**config.mk**
```make
export PLATFORM = sky130hd
export DESIGN_NAME = pws_ram
export DESIGN_NICKNAME = d
export VERILOG_FILES = /design/src/sv/pws_ram.sv
export SDC_FILE = /design/constraint.sdc
export NUM_CORES = 1
export LEC_CHECK = 0
export ABC_AREA = 1
export BUFFER_PORTS_ARGS = -buffer_cell sky130_fd_sc_hd__buf_4
export CORE_ASPECT_RATIO = 0.8
export CORE_MARGIN = 10
export CORE_UTILIZATION = 41
export CTS_BUF_LIST = sky130_fd_sc_hd__clkbuf_16
export DETAILED_ROUTE_END_ITERATION = 10
export GPL_ROUTABILITY_DRIVEN = 0
export SLEW_MARGIN = 15
export SYNTH_ARGS = -nofsm -noshare
export SYNTH_HDL_FRONTEND = slang
export SYNTH_SLANG_ARGS = --single-unit
```
**constraint.sdc**
```tcl
create_clock -name clk_i -period 1.83 [get_ports clk_i]
set_clock_uncertainty 0.1 [all_clocks]
set_input_delay 0.0915 -clock clk_i [delete_from_list [all_inputs] [get_ports clk_i]]
set_output_delay 0.0915 -clock clk_i [all_outputs]
set_load 0.1 [all_outputs]
```
**src/sv/pws_ram.sv**
```systemverilog
// pws_ram: generic single-clock RAM, one write port and one registered read port
// no dependencies
`default_nettype none

module pws_ram #(
  parameter int WIDTH = 16,
  parameter int DEPTH = 32,
  parameter int AW    = 5
) (
  input  wire logic             clk_i,
  input  wire logic             we_i,
  input  wire logic [AW-1:0]    waddr_i,
  input  wire logic [WIDTH-1:0] wdata_i,
  input  wire logic             re_i,
  input  wire logic [AW-1:0]    raddr_i,
  output logic      [WIDTH-1:0] rdata_o
);

  logic [WIDTH-1:0] mem_q [DEPTH];
  logic [WIDTH-1:0] rdata_q;

  always_ff @(posedge clk_i) begin
    if (we_i) begin
      mem_q[waddr_i] <= wdata_i;
    end
    if (re_i) begin
      rdata_q <= mem_q[raddr_i];
    end
  end

  assign rdata_o = rdata_q;

endmodule

`default_nettype wire

```
=== Word level (Yosys, flattened, before mapping) ===
Memories as Yosys holds them, arrays and structs flattened. A register that Yosys moved wholly into a read port is not among the register bits.
Index checks and enable logic that the tools add are counted.

* Memories: 1
* Bits in writable memories: 512
* Input port bits: 29
* Word-level logic and storage cells: 3
* Output and inout bits: 16
* Register bits: 0

{| class="wikitable"
|+ Memories
! memory !! depth !! bits a word !! read ports !! clocked after memory_dff !! write ports !! RTL line !! RTL
|-
| mem_q || 32 || 16 || 1 || 1 || 1 || 19 || <nowiki>logic [WIDTH-1:0] mem_q [DEPTH];</nowiki>
|}

* Multiplexer cells: 2

{| class="wikitable"
|+ Operators by type and width
! kind !! count
|-
| two-way mux 1 bit || 2
|}

=== Longest topological paths before layout ===
* Depth in word-level cells: 2
* Gate-level depth with buffers: 12
* Depth with buffers taken out: 9

=== Worst setup path before layout ===
OpenSTA, ideal clock, no wires.

* Path kind: input to register
* From: input port waddr_i[0]
* To: memory mem_q[0][0], enable pin
* Path slack: 0.256 ns
* Buffers on the path: 0
* Setup time: 0.388 ns
* Stages: 3
* Required time: 1.342 ns
* Arrival time: 1.086 ns
* Cells stage by stage: inv_1 > nand3_1 > nor2_1

{| class="wikitable"
|+ RTL lines
! element !! RTL line !! RTL
|-
| start, declared || 12 || <nowiki>input wire logic [AW-1:0] waddr_i,</nowiki>
|-
| end, declared || 19 ||
|}

Straight into the memory's write port.

=== Worst setup path after layout ===
* From: input port waddr_i[2]
* To: memory mem_q[23][3], enable pin

Straight into the memory's write port.

==> flow_summary.ini <==
[worst_setup_path]
setup.worst_path.class = primary input to flop
worst_ep_required_time_ns = 2.00
worst_r2r_endpoint = rdata_o[14]
arrival_ns = 1.91
worst-r2r-cell-count = 8
reg2reg_slack_ns = 0.34
critPathLaunchType = primary input
rr_startpoint = mem_q[29][14]
timing.critical_path.to_type = flop
worst-path-max-fanout = 15

[pwr]
share_seq_of_total_power_pct = 53.5
total_power_uw = 25320
switching_power_uw = 5709
share_comb_of_total_power_pct = 7.8
worst_ir_drop_vdd_v = 0.0007362
power.internal_uw = 19610
power_density_nw_per_um2 = 1013
static-leakage-power_uw = 0.009176
swShare_pct = 22.55
power_frac_clock_pct = 38.7

[layout]
fillers = 4498
mostFrequentLayoutCell = sky130_fd_sc_hd__nand2_1
area.sequential_sq_um = 15860
design.final.nets = 1917
commonest_cells_after_routing_fill_and_taps_aside = 720 x sky130_fd_sc_hd__nand2_1, 528 x sky130_fd_sc_hd__edfxtp_1, 396 x sky130_fd_sc_hd__nand3_1
multiInputGateArea_sq_um = 4827
flow.area_growth_from_synthesis_pct = 16.44
postLayoutCellArea_sq_um = 24990
ratio_of_cells_with_drive_above_1_in_the_final_layout_pct = 10.63
final_std_cells_w_o_fill = 2604

[placed_design]
placedInstanceArea_sq_um = 23270
port-buffer-count = 44
dp_hpwl_um = 33430
post-place-cells = 2501

[clock_tree]
cts_made_buffers = 49
h-tree-depth = 2
tritoncts_clock_tree = done
worst_skew_pair.late_latency_ns = 0.59
clkSlewWorstSetupHoldPaths_ns = 0.07
max-clock-path-buffers = 3
clock_tree.root_cell = sky130_fd_sc_hd__clkbuf_16
cts_setup_buffers = 0
cts_sinks = 528

[floorplanning]
fp.dieW_um = 275.8
die_height_um = 224.6
floorplan.io_pins = 45
rows = 74
core_area_sq_um = 51390
floorplan.initialDensity_pct = 41.77
die_area_sq_um = 61950

[synth]
ys_ff_latch = 528
syn-cell-area_sq_um = 21460
synth_cells = 1794
mappedNetlistNets = 1823
yosysWarnings = 0
proportion_of_synthesized_chip_area_in_sequential_cells_pct = 73.88
postSynthAreaPerCell_sq_um = 11.96
synth.lib_cells_used.distinct = 14

[routing]
first_iter_violations = 1477
post_drt_via_cell_ratio = 5.316
wire_per_inst_um = 21.17
routed-via-count = 13840
wirelength_um = 55130
drt-pass1-iter-count = 7
postRouteAntennaNets = 0
drc = 0

[hold_path]
worst_hold_path.num_cells = 4
worst_hold_startpoint = waddr_i[1]
timing.hold.worst.class = primary input to flop
hold_path_end = mem_q[23][15]

[status]
run_status = finished clean

[grt]
gr-usage-all-layers_pct = 17.79
grt-ovfl-total = 0
vias_in_the_first_global_route = 13630
antenna_found_initial = 2
first_pass_grt_wire_length_um = 84300
pin_count_of_the_biggest_net_entering_global_routing = 63

[sta]
period_minus_slack_ns = 1.743
worstMarginPinSlew_ns = 0.8008
hold_violations = 0
grt_setup_unrepaired = no
worst_hold_slack_after_final_layout_ns = 0.02141
fmax_mhz = 573.8
relSlewSlack_pct = 46.56
finalSetupViolations = 0
finalSetupTns_ns = 0
slew_viol_final = 0
post-route-period-util_pct = 95.24

[flow_run]
drv.max_cap_violation_count = 0
-- per-stage QoR --
step / utilization [%] / worst slack, ns
after floorplan: - / 0.2557
after global placement: 45.29 / 0.08017
after detailed placement: 45.29 / 0.06576
after CTS: 48.62 / 0.09088
after global routing: 48.63 / 0.05330
final: 48.63 / 0.08718
-- critical path, cell delays in order --
cell and delay (ns):
sky130_fd_sc_hd__dlygate4sd3_1 0.53, sky130_fd_sc_hd__buf_4 0.12, sky130_fd_sc_hd__nand3_1 0.15, sky130_fd_sc_hd__dlygate4sd3_1 0.63, sky130_fd_sc_hd__nor2_2 0.17, sky130_fd_sc_hd__buf_12 0.19
-- routing by layer --
layer  vias up  share of wire [%]  GRT usage [%]  wire length, um
met3        71                7.4          3.160             4077
met1      6846                 47          26.59            25870
li1       6452                  -              -                -
met2       473                 44          26.45            24150
met5         -              0.029              0               16
met4         2                1.8          4.290             1019
-- power groups by stage --
| stage | clock (uW) | sequential, uW | combinational (uW) |
|---|---|---|---|
| global route | 10500 | 13600 | 2150 |
| global placement | 0 | 13800 | 1910 |
| CTS | 9950 | 13600 | 1970 |
| detailed placement | 0 | 13800 | 1930 |
| floorplan | 0 | 14000 | 935 |
| finish | 9800 | 13600 | 1960 |
-- logic make-up after synthesis --
family / synth area share, %
buffers and inverters: 3.737
DFF: 73.88
and+or+nand+nor: 22.39
-- layout make-up --
| class | count | share of cell area [%] |
|---|---|---|
| Clock buffer | 51 | 5.107 |
| Inverter | 10 | 0.1903 |
| Multi-Input combinational cell | 1148 | 19.32 |
| Timing Repair Buffer | 151 | 7.565 |
| Antenna cell | 1 | 0.01001 |
| Sequential cell | 528 | 63.45 |
| Clock inverter | 31 | 0.9413 |
| Tap cell | 684 | 3.425 |
-- how the worst max path moves through the flow --
stage / start / to / slack (ns)
global route: waddr_i[2] / mem_q[23][2] / 0.05
CTS: waddr_i[2] / mem_q[23][3] / 0.09
finish: waddr_i[2] / mem_q[23][3] / 0.09
global placement: raddr_i[1] / rdata_o[10] / 0.08
detailed placement: raddr_i[0] / rdata_o[10] / 0.07
floorplan: waddr_i[0] / mem_q[0][0] / 0.26
-- synth_stat cells --
cell                       number  area [sq um]
sky130_fd_sc_hd__buf_1          2         7.510
sky130_fd_sc_hd__buf_12         1         20.02
sky130_fd_sc_hd__buf_2         33         165.2
sky130_fd_sc_hd__buf_4         28         210.2
sky130_fd_sc_hd__buf_6         24         270.3
sky130_fd_sc_hd__buf_8          1         15.01
sky130_fd_sc_hd__clkbuf_1      19         71.32
sky130_fd_sc_hd__edfxtp_1     528         15860
sky130_fd_sc_hd__inv_1          8         30.03
sky130_fd_sc_hd__inv_2          1         3.750
sky130_fd_sc_hd__inv_6          1         8.760
sky130_fd_sc_hd__nand2_1      720          2703
sky130_fd_sc_hd__nand3_1      396          1982
sky130_fd_sc_hd__nor2_1        32         120.1
-- sequential cells by signal, summed over array words and instances (netlist names) --
name,cells
rdata_o,16
mem_q,512
-- repair_timing --
item / CTS / global route
resized for setup: 0 / 1
hold buffers: 20 / 0
endpoints found under the hold margin: 539 / 0
setup endpoints to repair: 0 / 9
(Power assumes the default switching activity.)
